## src/rtl/mtrf_pkg.sv

```systemverilog
// Package: shared types, constants and the function code table of the request framer.
package mtrf_pkg;

  localparam logic [2:0] OP_WR_COIL  = 3'd4;
  localparam logic [2:0] OP_WR_REG   = 3'd5;
  localparam logic [2:0] OP_WR_COILS = 3'd6;
  localparam logic [2:0] OP_WR_REGS  = 3'd7;

  localparam logic [3:0] HDR_SINGLE_N = 4'd12;
  localparam logic [3:0] HDR_MULTI_N  = 4'd13;

  localparam logic [7:0] UNIT_ID_RST  = 8'h01;
  localparam logic [7:0] COIL_ON_BYTE = 8'hFF;
  localparam logic [15:0] LEN_SINGLE  = 16'd6;
  localparam logic [15:0] LEN_MULTI   = 16'd7;

  localparam int unsigned QDEPTH = 4;
  localparam int unsigned QAW    = $clog2(QDEPTH);

  // One queued piece of output: optional header, then zero to two tail bytes.
  typedef struct packed {
    logic [3:0]  hdr_n;
    logic [1:0]  tail_n;
    logic        end_f;
    logic [7:0]  unit;
    logic [7:0]  func;
    logic [15:0] addr;
    logic [15:0] len;
    logic [15:0] word;
    logic [7:0]  bcnt;
    logic [15:0] tail;
  } job_t;

  function automatic logic [7:0] func_code(input logic [2:0] op);
    logic [7:0] c;
    unique case (op)
      3'd0: c = 8'h01;
      3'd1: c = 8'h02;
      3'd2: c = 8'h03;
      3'd3: c = 8'h04;
      3'd4: c = 8'h05;
      3'd5: c = 8'h06;
      3'd6: c = 8'h0F;
      3'd7: c = 8'h10;
      default: c = 8'h00;
    endcase
    return c;
  endfunction

endpackage

```

## src/rtl/mtrf_if.sv

```systemverilog
// Interfaces: request element channel and frame byte channel.
interface mtrf_in_if;
  logic        valid;
  logic        ready;
  logic [2:0]  op;
  logic [15:0] start_address;
  logic [10:0] quantity;
  logic [15:0] data_value;
  logic        last_element;

  modport source (output valid, op, start_address, quantity, data_value, last_element,
                  input ready);
  modport sink (input valid, op, start_address, quantity, data_value, last_element,
                output ready);
endinterface

interface mtrf_out_if;
  logic       valid;
  logic       ready;
  logic [7:0] frame_byte;
  logic       frame_end;

  modport source (output valid, frame_byte, frame_end, input ready);
  modport sink (input valid, frame_byte, frame_end, output ready);
endinterface

```

## src/rtl/mtrf_queue.sv

```systemverilog
// Job queue between the element front end and the byte sequencer.
module mtrf_queue
  import mtrf_pkg::*;
(
  input  logic clk,
  input  logic rst_n,
  input  logic push,
  input  job_t push_job,
  input  logic pop,
  output job_t pop_job,
  output logic full,
  output logic empty
);

  job_t           mem_r [QDEPTH];
  logic [QAW-1:0] wr_ptr_r, wr_ptr_nxt;
  logic [QAW-1:0] rd_ptr_r, rd_ptr_nxt;
  logic [QAW:0]   cnt_r, cnt_nxt;

  assign full    = (cnt_r == (QAW+1)'(QDEPTH));
  assign empty   = (cnt_r == '0);
  assign pop_job = mem_r[rd_ptr_r];

  always_comb begin
    wr_ptr_nxt = push ? wr_ptr_r + 1'b1 : wr_ptr_r;
    rd_ptr_nxt = pop ? rd_ptr_r + 1'b1 : rd_ptr_r;
    cnt_nxt    = cnt_r + (QAW+1)'(push) - (QAW+1)'(pop);
  end

  always_ff @(posedge clk) begin
    if (!rst_n) begin
      wr_ptr_r <= '0;
      rd_ptr_r <= '0;
      cnt_r    <= '0;
    end else begin
      wr_ptr_r <= wr_ptr_nxt;
      rd_ptr_r <= rd_ptr_nxt;
      cnt_r    <= cnt_nxt;
    end
  end

  always_ff @(posedge clk) begin
    if (push) begin
      mem_r[wr_ptr_r] <= push_job;
    end
  end

endmodule

```

## src/rtl/mtrf_front.sv

```systemverilog
// Front end: takes request elements, tracks frame state and builds byte jobs.
module mtrf_front
  import mtrf_pkg::*;
(
  input  logic clk,
  input  logic rst_n,
  input  logic cfg_we,
  input  logic [7:0] cfg_data,
  mtrf_in_if.sink in_ch,
  input  logic q_full,
  output logic q_push,
  output job_t q_job
);

  logic [7:0]  unit_r, unit_nxt;
  logic        inside_r, inside_nxt;
  logic [10:0] idx_r, idx_nxt;
  logic [7:0]  pack_r, pack_nxt;

  logic        acc;
  logic [11:0] data_len;
  logic [10:0] idx_cur;
  logic [7:0]  pack_cur;
  logic [7:0]  pack_new;
  logic [2:0]  bitpos;
  job_t        job;

  assign in_ch.ready = !q_full;
  assign acc = in_ch.valid && in_ch.ready;
  assign unit_nxt = cfg_we ? cfg_data : unit_r;

  always_comb begin
    data_len = (in_ch.op == OP_WR_COILS) ?
               ((12'(in_ch.quantity) + 12'd7) >> 3) : {in_ch.quantity, 1'b0};
    idx_cur  = inside_r ? idx_r : '0;
    pack_cur = inside_r ? pack_r : '0;
    bitpos   = idx_cur[2:0];
    pack_new = pack_cur | ((in_ch.data_value != '0) ? (8'd1 << bitpos) : 8'd0);

    job        = '0;
    job.unit   = unit_r;
    job.func   = func_code(in_ch.op);
    job.addr   = in_ch.start_address;
    job.len    = (in_ch.op >= OP_WR_COILS) ? (LEN_MULTI + 16'(data_len)) : LEN_SINGLE;
    job.bcnt   = data_len[7:0];
    job.word   = 16'(in_ch.quantity);
    inside_nxt = inside_r;
    idx_nxt    = idx_r;
    pack_nxt   = pack_r;

    if (!inside_r && in_ch.op < OP_WR_COILS) begin
      job.hdr_n = HDR_SINGLE_N;
      job.end_f = 1'b1;
      if (in_ch.op == OP_WR_COIL) begin
        job.word = {(in_ch.data_value != '0) ? COIL_ON_BYTE : 8'h00, 8'h00};
      end else if (in_ch.op == OP_WR_REG) begin
        job.word = in_ch.data_value;
      end
    end else begin
      job.hdr_n = inside_r ? 4'd0 : HDR_MULTI_N;
      if (in_ch.op == OP_WR_COILS) begin
        if (bitpos == 3'd7 || in_ch.last_element) begin
          job.tail_n = 2'd1;
          job.tail   = {pack_new, 8'h00};
          pack_nxt   = '0;
        end else begin
          pack_nxt   = pack_new;
        end
      end else begin
        job.tail_n = 2'd2;
        job.tail   = in_ch.data_value;
      end
      idx_nxt    = idx_cur + 11'd1;
      inside_nxt = 1'b1;
      if (in_ch.last_element) begin
        job.end_f  = 1'b1;
        inside_nxt = 1'b0;
        idx_nxt    = '0;
        pack_nxt   = '0;
      end
    end
  end

  assign q_job  = job;
  assign q_push = acc && ((job.hdr_n != 4'd0) || (job.tail_n != 2'd0));

  always_ff @(posedge clk) begin
    if (!rst_n) begin
      unit_r   <= UNIT_ID_RST;
      inside_r <= 1'b0;
      idx_r    <= '0;
      pack_r   <= '0;
    end else begin
      unit_r <= unit_nxt;
      if (acc) begin
        inside_r <= inside_nxt;
        idx_r    <= idx_nxt;
        pack_r   <= pack_nxt;
      end
    end
  end

endmodule

```

## src/rtl/mtrf_back.sv

```systemverilog
// Back end: walks each queued job and sends one frame byte per beat.
module mtrf_back
  import mtrf_pkg::*;
(
  input  logic clk,
  input  logic rst_n,
  input  logic q_empty,
  input  job_t q_job,
  output logic q_pop,
  mtrf_out_if.source out_ch
);

  job_t       job_r, job_nxt;
  logic       busy_r, busy_nxt;
  logic [3:0] cnt_r, cnt_nxt;
  logic       ov_r, ov_nxt;
  logic [7:0] ob_r, ob_nxt;
  logic       oe_r, oe_nxt;

  logic       adv;
  logic       last_b;
  logic [3:0] total;
  logic [7:0] sel;

  assign out_ch.valid      = ov_r;
  assign out_ch.frame_byte = ob_r;
  assign out_ch.frame_end  = oe_r;

  always_comb begin
    total  = job_r.hdr_n + 4'(job_r.tail_n);
    last_b = (cnt_r == total - 4'd1);
    adv    = busy_r && (!ov_r || out_ch.ready);

    if (cnt_r < job_r.hdr_n) begin
      unique case (cnt_r)
        4'd0:    sel = 8'h00;
        4'd1:    sel = 8'h01;
        4'd2:    sel = 8'h00;
        4'd3:    sel = 8'h00;
        4'd4:    sel = job_r.len[15:8];
        4'd5:    sel = job_r.len[7:0];
        4'd6:    sel = job_r.unit;
        4'd7:    sel = job_r.func;
        4'd8:    sel = job_r.addr[15:8];
        4'd9:    sel = job_r.addr[7:0];
        4'd10:   sel = job_r.word[15:8];
        4'd11:   sel = job_r.word[7:0];
        4'd12:   sel = job_r.bcnt;
        default: sel = 8'h00;
      endcase
    end else begin
      sel = (cnt_r == job_r.hdr_n) ? job_r.tail[15:8] : job_r.tail[7:0];
    end

    ov_nxt   = ov_r && !out_ch.ready;
    ob_nxt   = ob_r;
    oe_nxt   = oe_r;
    cnt_nxt  = cnt_r;
    busy_nxt = busy_r;
    job_nxt  = job_r;
    q_pop    = 1'b0;

    if (adv) begin
      ov_nxt  = 1'b1;
      ob_nxt  = sel;
      oe_nxt  = job_r.end_f && last_b;
      cnt_nxt = cnt_r + 4'd1;
      if (last_b) begin
        busy_nxt = 1'b0;
      end
    end

    if ((!busy_r || (adv && last_b)) && !q_empty) begin
      q_pop    = 1'b1;
      job_nxt  = q_job;
      busy_nxt = 1'b1;
      cnt_nxt  = '0;
    end
  end

  always_ff @(posedge clk) begin
    if (!rst_n) begin
      busy_r <= 1'b0;
      cnt_r  <= '0;
      ov_r   <= 1'b0;
    end else begin
      busy_r <= busy_nxt;
      cnt_r  <= cnt_nxt;
      ov_r   <= ov_nxt;
    end
  end

  always_ff @(posedge clk) begin
    job_r <= job_nxt;
    ob_r  <= ob_nxt;
    oe_r  <= oe_nxt;
  end

endmodule

```

## src/rtl/modbus_tcp_request_framer.sv

```systemverilog
// Top level: Modbus TCP request framer, element stream in, frame bytes out.
// When idle, a job's first byte passes the queue, job register and byte register.
// Throughput: one frame byte per cycle, set by the sequencer, while out ready holds;
//   a single request is 12 bytes, a register element 2, a coil element at most 1.
// Elements are taken every cycle while the 4-entry job queue has room.
// Reset (sync, active low): frame state, queue and output clear; unit_id returns to 1.
module modbus_tcp_request_framer
  import mtrf_pkg::*;
(
  input  logic clk,
  input  logic rst_n,
  input  logic cfg_we,
  input  logic [7:0] cfg_data,
  mtrf_in_if.sink in_ch,
  mtrf_out_if.source out_ch
);

  logic q_push;
  logic q_pop;
  logic q_full;
  logic q_empty;
  job_t q_wjob;
  job_t q_rjob;

  mtrf_front u_front (
    .clk      (clk),
    .rst_n    (rst_n),
    .cfg_we   (cfg_we),
    .cfg_data (cfg_data),
    .in_ch    (in_ch),
    .q_full   (q_full),
    .q_push   (q_push),
    .q_job    (q_wjob)
  );

  mtrf_queue u_queue (
    .clk      (clk),
    .rst_n    (rst_n),
    .push     (q_push),
    .push_job (q_wjob),
    .pop      (q_pop),
    .pop_job  (q_rjob),
    .full     (q_full),
    .empty    (q_empty)
  );

  mtrf_back u_back (
    .clk     (clk),
    .rst_n   (rst_n),
    .q_empty (q_empty),
    .q_job   (q_rjob),
    .q_pop   (q_pop),
    .out_ch  (out_ch)
  );

endmodule
```

## src/flat_wrapper.sv

```systemverilog
// flat-port wrapper written by rule: the top's interface ports become plain ports
module modbus_tcp_request_framer_flat import mtrf_pkg::*;
  (clk, rst_n, cfg_we, cfg_data, in_ch_valid, in_ch_op, in_ch_start_address, in_ch_quantity, in_ch_data_value, in_ch_last_element, in_ch_ready, out_ch_valid, out_ch_frame_byte, out_ch_frame_end, out_ch_ready);
  mtrf_in_if in_ch_i ();
  mtrf_out_if out_ch_i ();
  input  logic clk;
  input  logic rst_n;
  input  logic cfg_we;
  input  logic [7:0] cfg_data;
  input wire logic [$bits(in_ch_i.valid)-1:0] in_ch_valid;
  input wire logic [$bits(in_ch_i.op)-1:0] in_ch_op;
  input wire logic [$bits(in_ch_i.start_address)-1:0] in_ch_start_address;
  input wire logic [$bits(in_ch_i.quantity)-1:0] in_ch_quantity;
  input wire logic [$bits(in_ch_i.data_value)-1:0] in_ch_data_value;
  input wire logic [$bits(in_ch_i.last_element)-1:0] in_ch_last_element;
  output wire logic [$bits(in_ch_i.ready)-1:0] in_ch_ready;
  output wire logic [$bits(out_ch_i.valid)-1:0] out_ch_valid;
  output wire logic [$bits(out_ch_i.frame_byte)-1:0] out_ch_frame_byte;
  output wire logic [$bits(out_ch_i.frame_end)-1:0] out_ch_frame_end;
  input wire logic [$bits(out_ch_i.ready)-1:0] out_ch_ready;
  assign in_ch_i.valid = in_ch_valid;
  assign in_ch_i.op = in_ch_op;
  assign in_ch_i.start_address = in_ch_start_address;
  assign in_ch_i.quantity = in_ch_quantity;
  assign in_ch_i.data_value = in_ch_data_value;
  assign in_ch_i.last_element = in_ch_last_element;
  assign in_ch_ready = in_ch_i.ready;
  assign out_ch_valid = out_ch_i.valid;
  assign out_ch_frame_byte = out_ch_i.frame_byte;
  assign out_ch_frame_end = out_ch_i.frame_end;
  assign out_ch_i.ready = out_ch_ready;
  modbus_tcp_request_framer u_core (.clk(clk), .rst_n(rst_n), .cfg_we(cfg_we), .cfg_data(cfg_data), .in_ch(in_ch_i), .out_ch(out_ch_i));
endmodule
```

## config.mk

```make
export PLATFORM = sky130hd
export DESIGN_NAME = modbus_tcp_request_framer_flat
export DESIGN_NICKNAME = d
export VERILOG_FILES = /design/src/rtl/mtrf_pkg.sv /design/src/rtl/mtrf_if.sv /design/src/rtl/mtrf_queue.sv /design/src/rtl/mtrf_front.sv /design/src/rtl/mtrf_back.sv /design/src/rtl/modbus_tcp_request_framer.sv /design/src/flat_wrapper.sv
export SDC_FILE = /design/constraint.sdc
export NUM_CORES = 1
export LEC_CHECK = 0
export ABC_AREA = 1
export BUFFER_PORTS_ARGS = -buffer_cell sky130_fd_sc_hd__clkbuf_2
export CAP_MARGIN = 20
export CORE_ASPECT_RATIO = 2
export CORE_MARGIN = 2
export CORE_UTILIZATION = 55
export CTS_CLUSTER_SIZE = 10
export DETAILED_ROUTE_END_ITERATION = 6
export HOLD_SLACK_MARGIN = 0.15
export PLACE_DENSITY_LB_ADDON = 0.08
export SLEW_MARGIN = 30
export SYNTH_ARGS = -nofsm -noshare
export SYNTH_HDL_FRONTEND = slang
export SYNTH_SLANG_ARGS = --single-unit
```

## constraint.sdc

```tcl
create_clock -name clk -period 7.5 [get_ports clk]
set_input_delay 0.75 -clock clk [delete_from_list [all_inputs] [get_ports clk]]
set_output_delay 0.75 -clock clk [all_outputs]
set_load 0.005 [all_outputs]
```

==> flow_summary.yaml, run 1 <==
clock_network:
  post_cts_resized: 0
  post-cts-setup-buffers: 0
  cts_tree: "built"
  clk_pin_slew_worst_paths_ns: 0.06
  cts_buffers: 53
  cts_root_buffer: "clkbuf_16"
  clockBufferDepth: 3
  ctsHoldBuffers: 0
  clock_latency_ns: 0.58
  clock_sinks: 477
  htree_levels: 2
synthesis:
  syn_avg_cell_area_um2: 12.18
  synth-adder-area-share_pct: 1.841
  syn_nets: 1683
  ys_seq_area_share_pct: 72.01
  synth_flop_cell: "edfxtp_1"
  ys_types: 45
  synthTopCellsByCount: "444 x edfxtp_1, 251 x nor2_1, 229 x o21ai_0, 164 x nand2_1, 112 x inv_1"
  post-synth-top-area-fraction_pct: 68.61
  ys_ff_latch: 477
  syn_inst: 1595
  synth.most_common_cell: "edfxtp_1"
  synthMuxAreaShare_pct: 0.05151
  synth.area.top_cells: "edfxtp_1 69%, o21ai_0 5.9%, nor2_1 4.8%"
  synth-edff-count: 444
  synth-simple-area-share_pct: 11.16
  yosys.area.top_type: "edfxtp_1"
  syn_area_mm2: 0.01943
  synth_compound_area_share_pct: 10.75
  synth_top_family_by_area: "simple AND/OR/NAND/NOR gates"
  yosysWarnings: 0
  synthArstFlopShare_pct: 0
  synthXorXnorAreaFrac_pct: 0.3155
place:
  io_buffers: 70
  gp_congestion: 0.8472
  hpwlAfterDp_um: 30830
  dp_cells: 2050
global_routing:
  grt_max_degree: 93
  grt_pass1_vias: 12300
  grt_pass1_wl_um: 73200
  antenna_found_initial: 0
  grt_util_all_layers_pct: 27.12
  gr-total-overflow: 0
floorplanning:
  dieHeight_um: 269.8
  core_area_mm2: 0.03495
  die-area_mm2: 0.03694
  io_pins: 71
  rows: 97
  die_x_um: 136.9
  start_util_pct: 55.60
timing:
  relSlewSlack_pct: 31.01
  finalSetupViolations: 0
  fin_crit_sh_pct: 55.40
  timing.hold.ws_ns: 0.3917
  finClkSkew_ns: 0.01662
  tightest_slew_ns: 1.035
  rsz0062_at_grt: "false"
  setup_tns_ns: 0
  fmax_mhz: 240.7
  finalHoldViolCount: 0
  fin_crit_ns: 4.155
  slew_violations: 0
worst_setup_path:
  arrival_ns: 4.35
  r2r_end: "u_core.u_queue.mem_r[3][46]$_DFFE_PP_"
  r2r_slack_ns: 3.34
  crit_fanout: 55
  critPathRequiredTime_ns: 7.69
  r2r_start: "u_core.u_front.inside_r$_SDFFE_PN0P_"
  worstRegToRegCells: 10
  cp-start-kind: "register"
  critPathCaptureType: "register"
  crit_type: "register to register"
hold_path:
  whs_path_depth: 1
  holdPathEnd: "u_core.u_queue.mem_r[1][65]$_DFFE_PP_"
  hp-start: "in_ch_start_address[12]"
  hp-class: "input pin to register"
cells_and_area:
  post-route-util_pct: 62.25
  area_growth_pct: 11.96
  fillers: 2813
  antennaDiodeCount: 0
  layout.nets: 1750
  final_cells: 2133
  drive_gt1_share_pct: 10.72
power_and_ir_drop:
  leakage_nw: 7.873
  power_density_mw_per_mm2: 364.3
  max-vdd-ir-drop_mv: 0.3052
routing:
  drcViolationCount: 0
  wl_per_cell_um: 23.29
  drtIter0Drc: 984
  drt_wl_total_um: 49680
  ant_nets: 0
  via_per_inst: 5.887
  drtPass1Iterations: 5
  vias: 12560
status:
  outcome: "finished, final reports clean"
flow_run:
  max_cap_violations: 0
-- cells in the final DEF, fill, tap and decap left out, types with 4 or more instances in the layout --
cell and instances:
a21oi_1 39, a31oi_1 4, buf_4 8, clkbuf_1 24, clkbuf_16 55, clkbuf_2 70
dfxtp_1 31, edfxtp_1 444, ha_1 27, inv_1 109, nand2_1 164, nand2_2 5
nand2_4 4, nand3_1 51, nand4_1 14, nor2_1 246, nor2_2 5, nor2_4 9
nor3_1 5, o211ai_1 6, o21ai_0 229, o22ai_1 89, xor2_1 6
-- state kept, by name, summed over array words and instances (netlist names), 3 cells and up --
signal                           cells
u_core.u_back.cnt_r                  4
u_core.u_front.pack_r                8
u_core.u_queue.cnt_r                 3
u_core.u_back.job_r                 87
u_core.u_front.unit_r                8
u_core.u_queue.mem_r               348
u_core.u_front.idx_r                 3
u_core.u_back.out_ch.frame_byte      8
-- layout make-up --
type	instances	area [um2]	area share, %
Clock buffer	79	1466	6.740
Clock inverter	2	12.51	0.05750
Inverter	118	451.7	2.076
Multi-Input combinational cell	928	4720	21.69
Sequential cell	477	14000	64.34
Tap cell	445	556.8	2.559
Timing Repair Buffer	84	553.0	2.542
-- logic make-up (layout without fill, tap and decap cells) --
kind of cell,Yosys count,count (layout)
AO/OA/AOI/OAI,381,381
XOR/XNOR,7,7
multiplexers,1,1
buffers and inverters,190,283
flip-flops,477,477
adder cells (fa/ha/maj),28,28
AND/OR/NAND/NOR,511,511
-- metrics by stage --
stage / power, mW / worst slack, ns / area [um2]
after floorplan: 4.950 / 1.510 / 19430
after global placement: 5.627 / 3.497 / 20190
after detailed placement: 5.684 / 3.364 / 20220
after CTS: 7.968 / 3.354 / 21700
after global routing: 8.278 / 3.054 / 21760
final: 7.926 / 3.345 / 21760
-- metal layers --
| layer | share of wire (%) | routed length [um] | GRT usage (%) | vias up |
|---|---|---|---|---|
| met4 | 5.0 | 2465 | 12.67 | 0 |
| met5 | 0 | 0 | 0 | - |
| met3 | 4.7 | 2330 | 3.585 | 107 |
| li1 | - | - | - | 5828 |
| met2 | 53 | 26340 | 47.68 | 399 |
| met1 | 37 | 18550 | 32.61 | 6223 |
-- critical path: stages, from the launching register on --
cell	delay, ns
dfxtp_1	0.76
nand2_1	0.25
inv_1	0.14
ha_1	0.18
ha_1	0.25
nor2_1	0.10
a31oi_1	0.30
inv_1	0.29
nor2_4	0.13
buf_4	0.47
buf_4	0.78
-- report_power, final --
group          leakage [nW]  switching [mW]  internal [mW]
sequential             4.40           0.216           3.63
combinational          2.76            1.33          0.460
clock                 0.712           0.961           1.33
-- how the worst max path moves through the flow --
stage	from	end	slack, ns	depth (start not counted)
floorplan	in_ch_op[0]	u_core.u_queue.mem_r[0][0]$_DFFE_PP_	1.51	9
global route	u_core.u_front.inside_r$_SDFFE_PN0P_	u_core.u_queue.mem_r[3][50]$_DFFE_PP_	3.05	10
global placement	in_ch_op[0]	u_core.u_queue.mem_r[3][20]$_DFFE_PP_	3.50	10
CTS	u_core.u_front.inside_r$_SDFFE_PN0P_	u_core.u_queue.mem_r[3][2]$_DFFE_PP_	3.35	10
finish	u_core.u_front.inside_r$_SDFFE_PN0P_	u_core.u_queue.mem_r[3][46]$_DFFE_PP_	3.34	10
detailed placement	u_core.u_front.inside_r$_SDFFE_PN0P_	u_core.u_queue.mem_r[3][2]$_DFFE_PP_	3.36	10
Power figures use the tool's default switching activity.
==> run 2, diff against run 1 <==
clock period = 4.3 ns   (was 7.5 ns; I/O delays follow)
==> run 2 against run 1 <==
Sequential share of layout area is 0.88 points lower. Fmax is 23% higher. Global-route usage is 0.20 points lower. Sequential cell count stayed put. Largest cell class unchanged.
==> flow_summary.yaml, run 2 (same netlist as run 1, synthesis figures left out) <==
worst_setup_path:
  cp-start-kind: "register"
  critical_path.startpoint: "u_core.u_back.job_r[91]$_DFFE_PP_"
  cp_slowest_cell: "edfxtp_1"
  r2r_start: "u_core.u_back.job_r[91]$_DFFE_PP_"
  r2r_end: "u_core.u_queue.cnt_r[2]$_SDFF_PN0_"
  critPathRequiredTime_ns: 4.80
  critPathCaptureType: "register"
  cp_cell_sequence: "inv_1 -> ha_1 -> ha_1 -> xor2_1 -> nand2_1 -> nor2_1 -> nand4_1 -> o21ai_0 -> nand2_1 -> clkinvlp_4 -> ha_1 -> inv_1 -> ha_1 -> inv_1 -> fa_1 -> inv_1 -> o21ai_0 -> a21oi_1"
  r2r_slack_ns: 0.91
  endpoint: "u_core.u_queue.cnt_r[2]$_SDFF_PN0_"
  cp_slowest_stage_delay_ns: 0.35
  crit_type: "register to register"
  arrival_ns: 3.90
  worstRegToRegCells: 18
  crit_fanout: 16
power_and_ir_drop:
  p_clk_share_pct: 28.4
  power_switching_mw: 4.414
  p_int_mw: 9.387
  seqPwrFrac_pct: 48.8
  leakage_nw: 8.006
  power_density_mw_per_mm2: 625.6
  p_comb_share_pct: 22.7
  p_sw_share_pct: 31.99
  p_total_mw: 13.80
  max-vdd-ir-drop_mv: 0.3843
floorplanning:
  io_pins: 71
  die-area_mm2: 0.03694
  dieHeight_um: 269.8
  die_x_um: 136.9
  start_util_pct: 55.60
  rows: 97
  core_area_mm2: 0.03495
cells_and_area:
  drive_gt1_share_pct: 11.09
  largest-register: "u_core.u_queue.mem_r"
  largest_reg_flops: 348
  final_cell_mix: "444 x edfxtp_1, 247 x nor2_1, 229 x o21ai_0, 164 x nand2_1, 109 x inv_1"
  top_regs: "u_core.u_queue.mem_r (348), u_core.u_back.job_r (87)"
  antennaDiodeCount: 0
  layout.nets: 1785
  final_cells: 2167
  final_common_cell: "edfxtp_1"
  area_growth_pct: 13.52
clock_network:
  clock_latency_ns: 0.58
  post_cts_resized: 0
  clk_pin_slew_worst_paths_ns: 0.06
  cts_root_buffer: "clkbuf_16"
  cts_tree: "built"
  htree_levels: 2
  clock_sinks: 477
  clockBufferDepth: 3
  cts_buffers: 53
global_routing:
  grt_util_all_layers_pct: 26.92
  grt_max_degree: 87
  antenna_found_initial: 1
  gr-total-overflow: 0
  grt_pass1_vias: 12670
  grt_pass1_wl_um: 73150
routing:
  wl_per_cell_um: 22.66
  vias: 12750
  drcViolationCount: 0
  ant_nets: 0
  drtPass1Iterations: 5
  drtIter0Drc: 1137
  drt_wl_total_um: 49110
  via_per_inst: 5.885
place:
  gp_congestion: 0.8611
  hpwlAfterDp_um: 32080
  dp_cells: 2063
  io_buffers: 70
timing:
  fin_crit_sh_pct: 78.87
  slew_violations: 0
  fmax_mhz: 294.9
  finalHoldViolCount: 0
  finClkSkew_ns: 0.01839
  rsz0062_at_grt: "false"
  tightest_slew_ns: 0.8970
  finalSetupViolations: 0
  relSlewSlack_pct: 40.20
  fin_crit_ns: 3.391
hold_path:
  whs_path_depth: 3
  hp-class: "input pin to register"
status:
  outcome: "finished, final reports clean"
flow_run:
  max_cap_violations: 0
## run 2: cell types whose count changed in the layout (fill, tap and decap cells not counted), moves of 2 or more
cell	previous run	this run
dlygate4sd3_1	0	24
buf_4	8	17
buf_12	3	8
buf_16	3	0
clkbuf_16	55	53
clkinv_8	0	2
## run 2: cell type report
class	count	area, um2
clock buffers	76	1413
clock inverters	4	45.04
inverters	118	452.9
flip-flops and latches	477	14000
multi-input cells	928	4717
repair buffers	119	878.3
fillers	2717	12890
well taps	445	556.8
## run 2: per-stage QoR
stage | setup slack [ns] | instance area [um2] | hold WS, ns | util, % | TNS, ns
6_report | 0.9085 | 22060 | 0.1924 | 63.12 | 0
3_5_place_dp | 0.9284 | 20360 | 0.4336 | 58.26 | 0
2_1_floorplan | -0.2423 | 19450 | 0.4155 | - | -84.33
5_1_grt | 0.6431 | 22060 | 0.2054 | 63.12 | 0
4_1_cts | 0.9120 | 22060 | 0.1643 | 63.12 | 0
3_3_place_gp | 0.9825 | 20360 | 0.4292 | 58.26 | 0
## run 2: worst max-delay path, delay by kind of cell, from the launching register on
family	cells	cell delay, ns
AND/OR/NAND/NOR	4	0.53
AO/OA/AOI/OAI	3	0.52
buffers and inverters	5	0.55
flip-flops	1	0.35
adder cells (fa/ha/maj)	5	1.27
XOR/XNOR	1	0.13
## run 2: per-layer routing
layer	global-route usage [%]	share of wire [%]
met1	30.95	36
met2	47.64	53
met3	3.266	4.7
met4	15.30	6.2
met5	0	0.035
## run 2: worst min path at each step
| stage | from | end | slack (ns) |
|---|---|---|---|
| finish | cfg_we | u_core.u_front.unit_r[0]$_SDFFE_PN1P_ | 0.19 |
| global route | cfg_we | u_core.u_front.unit_r[0]$_SDFFE_PN1P_ | 0.21 |
| CTS | cfg_we | u_core.u_front.unit_r[0]$_SDFFE_PN1P_ | 0.16 |
| detailed placement | u_core.u_front.pack_r[7]$_SDFFE_PN0P_ | u_core.u_front.pack_r[7]$_SDFFE_PN0P_ | 0.43 |
| global placement | u_core.u_front.pack_r[7]$_SDFFE_PN0P_ | u_core.u_front.pack_r[7]$_SDFFE_PN0P_ | 0.43 |
| floorplan | u_core.u_front.pack_r[7]$_SDFFE_PN0P_ | u_core.u_front.pack_r[7]$_SDFFE_PN0P_ | 0.42 |
## run 2: power by group through the flow
stage	logic, mW	registers, mW	clock network (mW)
final	3.14	6.74	3.92
after global placement	3.09	6.81	0
after floorplan	2.00	6.61	0
after detailed placement	3.16	6.82	0
after CTS	3.18	6.74	3.98
after global routing	3.46	6.81	4.13
## run 2: timing repair
item                       4_1_cts  5_1_grt
setup endpoints to repair        0        0
hold buffers                    24        0
hold endpoints to repair        72        0
buffers inserted                 0        0
